==> config.mk <==
export PLATFORM = sky130hd
export DESIGN_NAME = square_matrix_multiply
export DESIGN_NICKNAME = d
export VERILOG_FILES = /design/src/design/smm_pkg.sv /design/src/design/smm_mac.sv /design/src/design/square_matrix_multiply.sv
export VERILOG_INCLUDE_DIRS = /design/src /design/src/design
export SDC_FILE = /design/constraint.sdc
export NUM_CORES = 2
export LEC_CHECK = 0
export BUFFER_PORTS_ARGS = -buffer_cell sky130_fd_sc_hd__buf_2
export CAP_MARGIN = 10
export CORE_MARGIN = 1
export CORE_UTILIZATION = 55
export CTS_CLUSTER_DIAMETER = 50
export DETAILED_ROUTE_END_ITERATION = 10
export GPL_ROUTABILITY_DRIVEN = 0
export PLACE_DENSITY = 0.69
export SETUP_SLACK_MARGIN = 0.5
export SYNTH_ARGS = -nofsm -noshare
export SYNTH_HDL_FRONTEND = slang
export SYNTH_HIERARCHICAL = 1
export SYNTH_SLANG_ARGS = --single-unit
==> constraint.sdc <==
create_clock -name clk_i -period 6.51 [get_ports clk_i]
set_input_delay 0.3255 -clock clk_i [delete_from_list [all_inputs] [get_ports clk_i]]
set_output_delay 0.3255 -clock clk_i [all_outputs]
set_load 0.01 [all_outputs]
==> src/design/assert_macros.svh <==
// Concurrent assertion macros shared by the design files.
`ifndef ASSERT_MACROS_SVH
`define ASSERT_MACROS_SVH

// Assertion on an explicit clock and active-low reset.
`define ASSERT_CLK_RST(label, clk, rst_n, prop, msg) \
  label: assert property (@(posedge clk) disable iff (!rst_n) prop) else $error(msg);

// Assertion on the block clock clk_i and reset rst_ni.
`define ASSERT_BLK(label, prop, msg) \
  `ASSERT_CLK_RST(label, clk_i, rst_ni, prop, msg)

`endif

==> src/design/smm_pkg.sv <==
// Package with sizes, action codes and shared types of the matrix multiplier.
package smm_pkg;

  localparam int SIZE    = 8;
  localparam int CNT_W   = $clog2(SIZE);
  localparam int ADDR_W  = $clog2(SIZE * SIZE);
  localparam int IDX_W   = 3;
  localparam int ELEM_W  = 16;
  localparam int MUL_W   = 2 * ELEM_W;
  localparam int PROD_W  = 35;

  localparam logic [1:0] ACT_LOAD_A = 2'd0;
  localparam logic [1:0] ACT_LOAD_B = 2'd1;
  localparam logic [1:0] ACT_RUN    = 2'd2;

  typedef struct packed {
    logic             vld;
    logic             first;
    logic             lastk;
    logic             lastall;
    logic [CNT_W-1:0] row;
    logic [CNT_W-1:0] col;
  } smm_ctl_t;

endpackage

==> src/design/smm_mac.sv <==
// Multiply and accumulate unit: registered product, then running sum over k.
module smm_mac (
  input  logic                                  clk_i,
  input  logic                                  rst_ni,
  input  logic                                  en_i,
  input  smm_pkg::smm_ctl_t                     ctl_i,
  input  logic signed [smm_pkg::ELEM_W-1:0]     a_i,
  input  logic signed [smm_pkg::ELEM_W-1:0]     b_i,
  output logic                                  done_o,
  output smm_pkg::smm_ctl_t                     ctl_o,
  output logic signed [smm_pkg::PROD_W-1:0]     sum_o
);
  import smm_pkg::*;

  smm_ctl_t                  ctl_q;
  logic signed [MUL_W-1:0]   prod_q;
  logic signed [PROD_W-1:0]  acc_q;
  logic signed [PROD_W-1:0]  sum_d;

  always_ff @(posedge clk_i or negedge rst_ni) begin
    if (!rst_ni) begin
      ctl_q <= '0;
    end else if (en_i) begin
      ctl_q <= ctl_i;
    end
  end

  always_ff @(posedge clk_i) begin
    if (en_i) begin
      prod_q <= MUL_W'(a_i) * MUL_W'(b_i);
      if (ctl_q.vld) begin
        acc_q <= sum_d;
      end
    end
  end

  // A new output element restarts the sum from its first product.
  assign sum_d  = (ctl_q.first ? PROD_W'(0) : acc_q) + PROD_W'(prod_q);
  assign done_o = ctl_q.vld && ctl_q.lastk;
  assign ctl_o  = ctl_q;
  assign sum_o  = sum_d;

endmodule

==> src/design/square_matrix_multiply.sv <==
// Top level of the square matrix multiplier: element stores, sequencer and output register.
// Load items are accepted back to back while the block is idle.
// A run item yields SIZE*SIZE result items from a single MAC unit; the whole pipeline
// advances only while the output register is empty or being taken, so a receiver stall
// on a waiting result holds every item behind it.
// Reset (rst_ni low, asynchronous) clears the sequencer and output valid, not the stores.
module square_matrix_multiply (
  input  logic                                clk_i,
  input  logic                                rst_ni,
  input  logic                                in_valid_i,
  output logic                                in_stall_o,
  input  logic [1:0]                          action_i,
  input  logic [smm_pkg::IDX_W-1:0]           row_i,
  input  logic [smm_pkg::IDX_W-1:0]           col_i,
  input  logic signed [smm_pkg::ELEM_W-1:0]   value_i,
  output logic                                out_valid_o,
  input  logic                                out_stall_i,
  output logic [smm_pkg::IDX_W-1:0]           out_row_o,
  output logic [smm_pkg::IDX_W-1:0]           out_col_o,
  output logic signed [smm_pkg::PROD_W-1:0]   product_value_o,
  output logic                                last_o
);
  import smm_pkg::*;

`include "assert_macros.svh"

  // Sequencer states.
  localparam logic [1:0] ST_IDLE  = 2'd0;
  localparam logic [1:0] ST_ISSUE = 2'd1;
  localparam logic [1:0] ST_DRAIN = 2'd2;

  localparam logic [CNT_W-1:0] LAST_IDX = CNT_W'(SIZE - 1);

  logic [1:0]       state_q, state_d;
  logic [CNT_W-1:0] i_q, i_d, j_q, j_d, k_q, k_d;

  // The whole compute pipeline advances together whenever the output register can take a value.
  logic adv;
  logic in_acc;
  logic in_range;
  logic [ADDR_W-1:0] wr_addr, a_addr, b_addr;

  // Element stores, one synchronous memory per matrix.
  logic signed [ELEM_W-1:0] mem_a [SIZE*SIZE];
  logic signed [ELEM_W-1:0] mem_b [SIZE*SIZE];
  logic signed [ELEM_W-1:0] a_rd_q, b_rd_q;

  smm_ctl_t ctl1_q, ctl1_d, ctl2;
  logic signed [PROD_W-1:0] sum;
  logic done;

  logic                     out_valid_q;
  logic [CNT_W-1:0]         out_row_q, out_col_q;
  logic signed [PROD_W-1:0] out_val_q;
  logic                     out_last_q;

  logic issue_end;
  logic out_take;
  logic last_take;
  logic last_pos;

  assign in_stall_o = (state_q != ST_IDLE);
  assign in_acc     = in_valid_i && !in_stall_o;
  assign adv        = !out_valid_q || !out_stall_i;
  assign out_take   = out_valid_q && !out_stall_i;

  // Loads outside the matrix are dropped.
  assign in_range = (32'(row_i) < SIZE) && (32'(col_i) < SIZE);
  assign wr_addr  = ADDR_W'(ADDR_W'(row_i) * ADDR_W'(SIZE) + ADDR_W'(col_i));
  assign a_addr   = ADDR_W'(ADDR_W'(i_q) * ADDR_W'(SIZE) + ADDR_W'(k_q));
  assign b_addr   = ADDR_W'(ADDR_W'(k_q) * ADDR_W'(SIZE) + ADDR_W'(j_q));

  always_ff @(posedge clk_i) begin
    if (in_acc && in_range && (action_i == ACT_LOAD_A)) begin
      mem_a[wr_addr] <= value_i;
    end
    if (adv) begin
      a_rd_q <= mem_a[a_addr];
    end
  end

  always_ff @(posedge clk_i) begin
    if (in_acc && in_range && (action_i == ACT_LOAD_B)) begin
      mem_b[wr_addr] <= value_i;
    end
    if (adv) begin
      b_rd_q <= mem_b[b_addr];
    end
  end

  // The k counter runs innermost, then the column, then the row, so that results leave in
  // row-major order.
  assign issue_end = (i_q == LAST_IDX) && (j_q == LAST_IDX) && (k_q == LAST_IDX);

  always_comb begin
    state_d = state_q;
    i_d     = i_q;
    j_d     = j_q;
    k_d     = k_q;
    unique case (state_q)
      ST_IDLE: begin
        if (in_acc && (action_i == ACT_RUN)) begin
          state_d = ST_ISSUE;
          i_d     = '0;
          j_d     = '0;
          k_d     = '0;
        end
      end
      ST_ISSUE: begin
        if (adv) begin
          if (issue_end) begin
            state_d = ST_DRAIN;
          end
          if (k_q == LAST_IDX) begin
            k_d = '0;
            if (j_q == LAST_IDX) begin
              j_d = '0;
              i_d = i_q + 1'b1;
            end else begin
              j_d = j_q + 1'b1;
            end
          end else begin
            k_d = k_q + 1'b1;
          end
        end
      end
      ST_DRAIN: begin
        // The final result leaving means the pipeline is empty.
        if (out_take && out_last_q) begin
          state_d = ST_IDLE;
        end
      end
      default: begin
        state_d = ST_IDLE;
      end
    endcase
  end

  // Control that travels alongside the memory read data.
  always_comb begin
    ctl1_d         = '0;
    ctl1_d.vld     = (state_q == ST_ISSUE);
    ctl1_d.first   = (k_q == '0);
    ctl1_d.lastk   = (k_q == LAST_IDX);
    ctl1_d.lastall = issue_end;
    ctl1_d.row     = i_q;
    ctl1_d.col     = j_q;
  end

  always_ff @(posedge clk_i or negedge rst_ni) begin
    if (!rst_ni) begin
      state_q <= ST_IDLE;
      i_q     <= '0;
      j_q     <= '0;
      k_q     <= '0;
      ctl1_q  <= '0;
    end else begin
      state_q <= state_d;
      i_q     <= i_d;
      j_q     <= j_d;
      k_q     <= k_d;
      if (adv) begin
        ctl1_q <= ctl1_d;
      end
    end
  end

  smm_mac u_mac (
    .clk_i  (clk_i),
    .rst_ni (rst_ni),
    .en_i   (adv),
    .ctl_i  (ctl1_q),
    .a_i    (a_rd_q),
    .b_i    (b_rd_q),
    .done_o (done),
    .ctl_o  (ctl2),
    .sum_o  (sum)
  );

  // Output register: holds a finished element until the consumer takes it.
  always_ff @(posedge clk_i or negedge rst_ni) begin
    if (!rst_ni) begin
      out_valid_q <= 1'b0;
    end else if (adv) begin
      out_valid_q <= done;
    end
  end

  always_ff @(posedge clk_i) begin
    if (adv && done) begin
      out_row_q  <= ctl2.row;
      out_col_q  <= ctl2.col;
      out_val_q  <= sum;
      out_last_q <= ctl2.lastall;
    end
  end

  assign out_valid_o     = out_valid_q;
  assign out_row_o       = IDX_W'(out_row_q);
  assign out_col_o       = IDX_W'(out_col_q);
  assign product_value_o = out_val_q;
  assign last_o          = out_valid_q && out_last_q;

  // Helper terms that keep the assertions short.
  assign last_take = out_valid_o && last_o && !out_stall_i;
  assign last_pos  = (out_row_q == LAST_IDX) && (out_col_q == LAST_IDX);

  `ASSERT_BLK(a_out_only_busy, out_valid_o |-> in_stall_o, "result item while idle")
  `ASSERT_BLK(a_last_to_idle, last_take |=> !in_stall_o, "block not idle after last item")
  `ASSERT_BLK(a_last_index, last_o |-> last_pos, "last marker on wrong element")

endmodule

-- Yosys cells after proc, flatten, opt, wreduce, memory -nomap -nowiden
Memories as Yosys holds them, arrays and structs flattened. A register that Yosys moved wholly into a read port is not among the register bits.
Cells that the tools add are included.
- add/subtract/negate cells: 7
- multipliers: 1
- equal/unequal tests: 13
- mux-type cells: 22
- reductions and logical operators: 25
- operators with widths (kind ; number):
    35-bit by 32-bit adder with 35-bit output ; 1
    35-bit 2-to-1 mux ; 1
    16-bit by 16-bit multiplier with 32-bit output ; 1
    3-bit 2-to-1 mux ; 9
    6-bit by 3-bit adder with 6-bit output ; 3
    3-bit one-hot mux with 2 select lines ; 3
    1-bit logical AND ; 11
    3-bit by 1-bit adder with 3-bit output (second input constant) ; 3
    3-bit equality test (second input constant) ; 3
    2-bit 2-to-1 mux ; 4
    2-bit != test (second input constant) ; 4
    4-bit AND reduction ; 2
    2-bit one-hot mux with 3 select lines ; 1
    5-bit AND reduction ; 1
    2-bit by 1-bit equality test with 1-bit output (second input constant) ; 2
    2-bit equality test (second input constant) ; 2
    2-bit logical NOT ; 2
    1-bit 2-to-1 mux ; 4
    2-bit by 1-bit != test with 1-bit output (second input constant) ; 2
    2-bit nonzero test ; 2
    1-bit logical NOT ; 3
    3-bit logical NOT ; 1
    3-bit AND reduction ; 1
    2-bit AND reduction ; 1
    1-bit logical OR ; 1
- bits in registers: 141
- memory bits (writable): 2048
- input port bits: 28
- output and inout port bits: 44
- memories: 2
- memories (name ; depth ; width ; read ports ; clocked after Yosys merged registers in ; wr ports ; RTL line ; source):
    mem_a ; 64 ; 16 ; 1 ; 1 ; 1 ; square_matrix_multiply.sv:44 ; logic signed [ELEM_W-1:0] mem_a [SIZE*SIZE];
    mem_b ; 64 ; 16 ; 1 ; 1 ; 1 ; square_matrix_multiply.sv:45 ; logic signed [ELEM_W-1:0] mem_b [SIZE*SIZE];

-- Depth between registers and ports, before layout
- word-level depth: 6
- mapped depth: 24
- mapped depth without buffers: 23

-- Hierarchy
The synthesis kept the hierarchy.
- by module, submodules not included (module ; times used ; cells an instance ; area an instance (um^2) ; seq. area each (um^2)):
    square_matrix_multiply ; 1 ; 3705 ; 81952.3 ; 64271.6
    smm_mac ; 1 ; 1471 ; 14187.4 ; 2262.2

-- Least setup slack after synthesis
Ideal clock, no wire load.
- path kind: flip-flop to flip-flop
- from: register a_rd_q[15], read port of mem_a
- to: register u_mac.prod_q[31], data pin
- library setup time: 260 ps
- arrival time: 5987 ps
- path slack: 263 ps
- cell stages (with the launch flop): 22
- path buffers: 1
- period minus slack after synthesis: 6247 ps
- cells stage by stage: edfxtp_1 > clkbuf_1 > nand2_1 > fa_1 > inv_1 > fa_1 > fa_1 > fa_1 > fa_1 > inv_1 > fa_1 > inv_1 > ha_1 > a21o_1 > a21o_1 > a21o_1 > a21oi_1 > nor2b_1 > nor2_1 > a21oi_1 > a211o_1 > xnor2_1
- longest elaborated chain between the ends: 1
- RTL lines (item ; RTL line ; source):
    from (decl) ; square_matrix_multiply.sv:46 ; logic signed [ELEM_W-1:0] a_rd_q, b_rd_q;
    16-bit by 16-bit multiplier with 32-bit output ; smm_mac.sv:30 ; prod_q <= MUL_W'(a_i) * MUL_W'(b_i);
    to (signal assigned) ; smm_mac.sv:30 ;
    to (decl) ; smm_mac.sv:16 ; logic signed [MUL_W-1:0] prod_q;
No other way between the ends.
A chain may end at the register's enable or synchronous reset.

-- Final worst setup path
- from: register a_rd_q[6], read port of mem_a
- to: register u_mac.prod_q[29], data pin
Same word-level chain as after synthesis.

==> results.toml <==
[timing]
rsz0062_at_grt = "true"
finalMaxSlewViolations = 0
period_minus_slack_ps = 6080
period_share_pct = 93.4
tightest_slew_ps = 1270
setup_tns_ps = 0
max_freq_mhz = 165
setup_viol = 0
final_hold_viol_count = 0
clock_skew_ps = 55.6
slew-limit-headroom_pct = 15.3

[route]
drt_iter0_markers = 5572
ant_nets = 0
via_per_inst = 6.18
route.vias.total = 49582
drt-wirelength-per-cell_um = 28.5
firstDrtPassIters = 6
route.detailed.drc = 0
wl_mm = 229

[critical_path]
worstSetupPathType = "flop to flop"
required_ps = 7110
cp-end-kind = "flop"
crit_arrival_ps = 6680
crit_path_start_kind = "flop"
cp_max_fo = 4

[synthesis]
synth_ff_type = "edfxtp_1"
synth_area_leader_cell = "edfxtp_1"
synth-edff-count = 2189
syn_avg_cell_area_um2 = 18.6
syn_nets = 5590
synth_most_common_cell = "edfxtp_1"
ys_seq_area_share_pct = 69.2
yosys.area.top_type_share_pct = 68.4
synthArstFlopShare_pct = 1.44
syn_area_um2 = 96100
synthTopCellsByCount = "2189 x edfxtp_1, 432 x mux4_2, 323 x inv_1, 263 x fa_1, 238 x nand2_1"
ys.warnings.count = 6
synthCells = 5176
synth.area.top_cells = "edfxtp_1 68%, mux4_2 10%, fa_1 5.5%"
synth_cell_types = 85
ys_ff_latch = 2221

[floorplanning]
die_x_um = 420
core_area_um2 = 174000
dieArea_um2 = 176000
fp-row-count = 153
start_util_pct = 55.3
design.portCount = 72
die_y_um = 420

[run]
cap_violations = 0

[finish]
stdcell_count = 8027
multi_input_comb_area_um2 = 27300
final_layout_size_suffix_gt1_share_pct = 22.0
nets = 5921
fill_cells = 12177
final_area_um2 = 108000
seq_area_um2 = 66600
post-route-util_pct = 62.1
area_growth_pct = 12.4

[clock_network]
clkLatencyLatePin_ps = 880
cts_buffer_depth = 3
cts.htree.levels = 4
clkTransAtPathRegs_ps = 60
cts_buffers = 225
cts_tree = "done"
clockRootBuffer = "clkbuf_16"
cts_sinks = 2221

[placement]
numPortBuffers = 71
dp_hpwl_mm = 141
dp_cells = 7551
place_area_um2 = 99800

[global_route]
antenna_found_initial = 21
grt_pass1_vias = 50112
grt_usage_pct = 26.4
grt_overflow = 0
grt_pass1_wl_mm = 335
grt_max_degree = 99

[min_path]
hold_path.class = "input port to flop"

[status]
status = "complete, no violations"
-- flip-flops by register name, summed over array words and instances, names as in the netlist --
register	flops
mem_b	1024
product_value_o	35
out_last_q	1
u_mac/ctl_o	10
out_col_o	3
a_rd_q	16
i_q	3
b_rd_q	16
u_mac/acc_q	35
out_valid_o	1
u_mac/prod_q	32
out_row_o	3
ctl1_q	10
k_q	3
mem_a	1024
j_q	3
state_q	2
-- path summary, 6_finish.rpt --
kind	start	endpoint	slack (ps)	depth (start not counted)
worst min register to register	u_mac/ctl_o[0]	out_col_o[0]	450	0
max in group asynchronous	rst_ni	k_q[2]	5750	2
worst max-delay path	a_rd_q[6]	u_mac/prod_q[29]	430	20
min in group asynchronous	rst_ni	u_mac/ctl_o[5]	180	2
worst min-delay path	value_i[1]	mem_b[8][1]	20	1
worst max register to register	a_rd_q[6]	u_mac/prod_q[29]	430	20
-- worst max-delay path: stages (launching register included) --
cell and delay [ps]:
edfxtp_1 490, buf_6 170, and2_4 150, fa_1 540, inv_2 40, fa_1 470
fa_1 540, fa_2 550, inv_2 40, fa_1 560, fa_2 450, ha_4 300
o21a_4 150, nand2_2 70, a21oi_4 180, a21oi_4 100, o311ai_4 340, nand4_1 250
a21oi_1 220, nor2_1 70, xnor2_1 120
-- layout by cell type, fill, tap and decap left out, types with 19 or more instances in the layout --
cell type,n
mux2_2,53
nor3_1,33
buf_2,55
inv_1,316
clkinv_1,41
edfxtp_1,2189
xor2_1,20
a31oi_1,19
clkbuf_16,226
mux2i_1,56
o22ai_1,88
and3_1,26
clkbuf_1,58
and2_1,123
mux4_1,34
o21ai_0,45
dfrtp_1,25
ha_1,112
nand2_1,232
nor2_1,185
fa_1,253
nor2b_1,74
nand3_1,48
buf_4,264
a211oi_1,45
a22oi_1,69
mux4_2,432
xnor2_1,47
o221ai_1,31
a21o_1,26
a21oi_1,72
nand2b_1,24
clkinv_2,27
bufinv_16,23
-- per-layer routing --
layer / global-route usage [%] / wire [um] / up-vias
li1: - / - / 20951
met1: 38.2 / 92400 / 25973
met2: 40.6 / 108000 / 2323
met3: 5.55 / 21700 / 321
met4: 8.15 / 6290 / 14
met5: 0 / 91 / -
-- per-stage QoR --
stage / setup WS, ps / hold slack (ps)
CTS: 468 / 1.37
global placement: 21.3 / 422
floorplan: 506 / 29.9
detailed placement: 4.67 / 436
global route: 250 / 40.4
finish: 432 / 22.4
-- what timing repair did --
item / in CTS / in global routing
resized for setup: 40 / 53
pin swaps: 19 / 39
endpoints found under the hold margin: 426 / 0
hold buffers: 13 / 0
setup endpoints to repair: 7 / 11
buffers inserted: 25 / 16
gates cloned: 0 / 0
-- area by class of cell --
type | count | share of cell area (%)
antenna | 5 | 0.0116
clock buffer | 288 | 5.49
clock inverter | 129 | 1.34
inverter | 325 | 1.13
multi-input combinational | 2382 | 25.2
sequential | 2221 | 61.6
tap | 2325 | 2.69
timing repair buffer | 352 | 2.49
-- cells by family after synthesis --
group | count (synthesis) | synth area share, %
AOI/OAI and AO/OA | 530 | 3.80
xor gates and xnor gates | 67 | 0.610
adders and majority gates | 386 | 7.08
muxes | 575 | 12.3
buffers and inverters | 573 | 2.86
DFF | 2221 | 69.2
and+or+nand+nor | 824 | 4.20
Power is not shown: default switching activity piles up to over one toggle a cycle in this logic, so the estimate is an artifact.
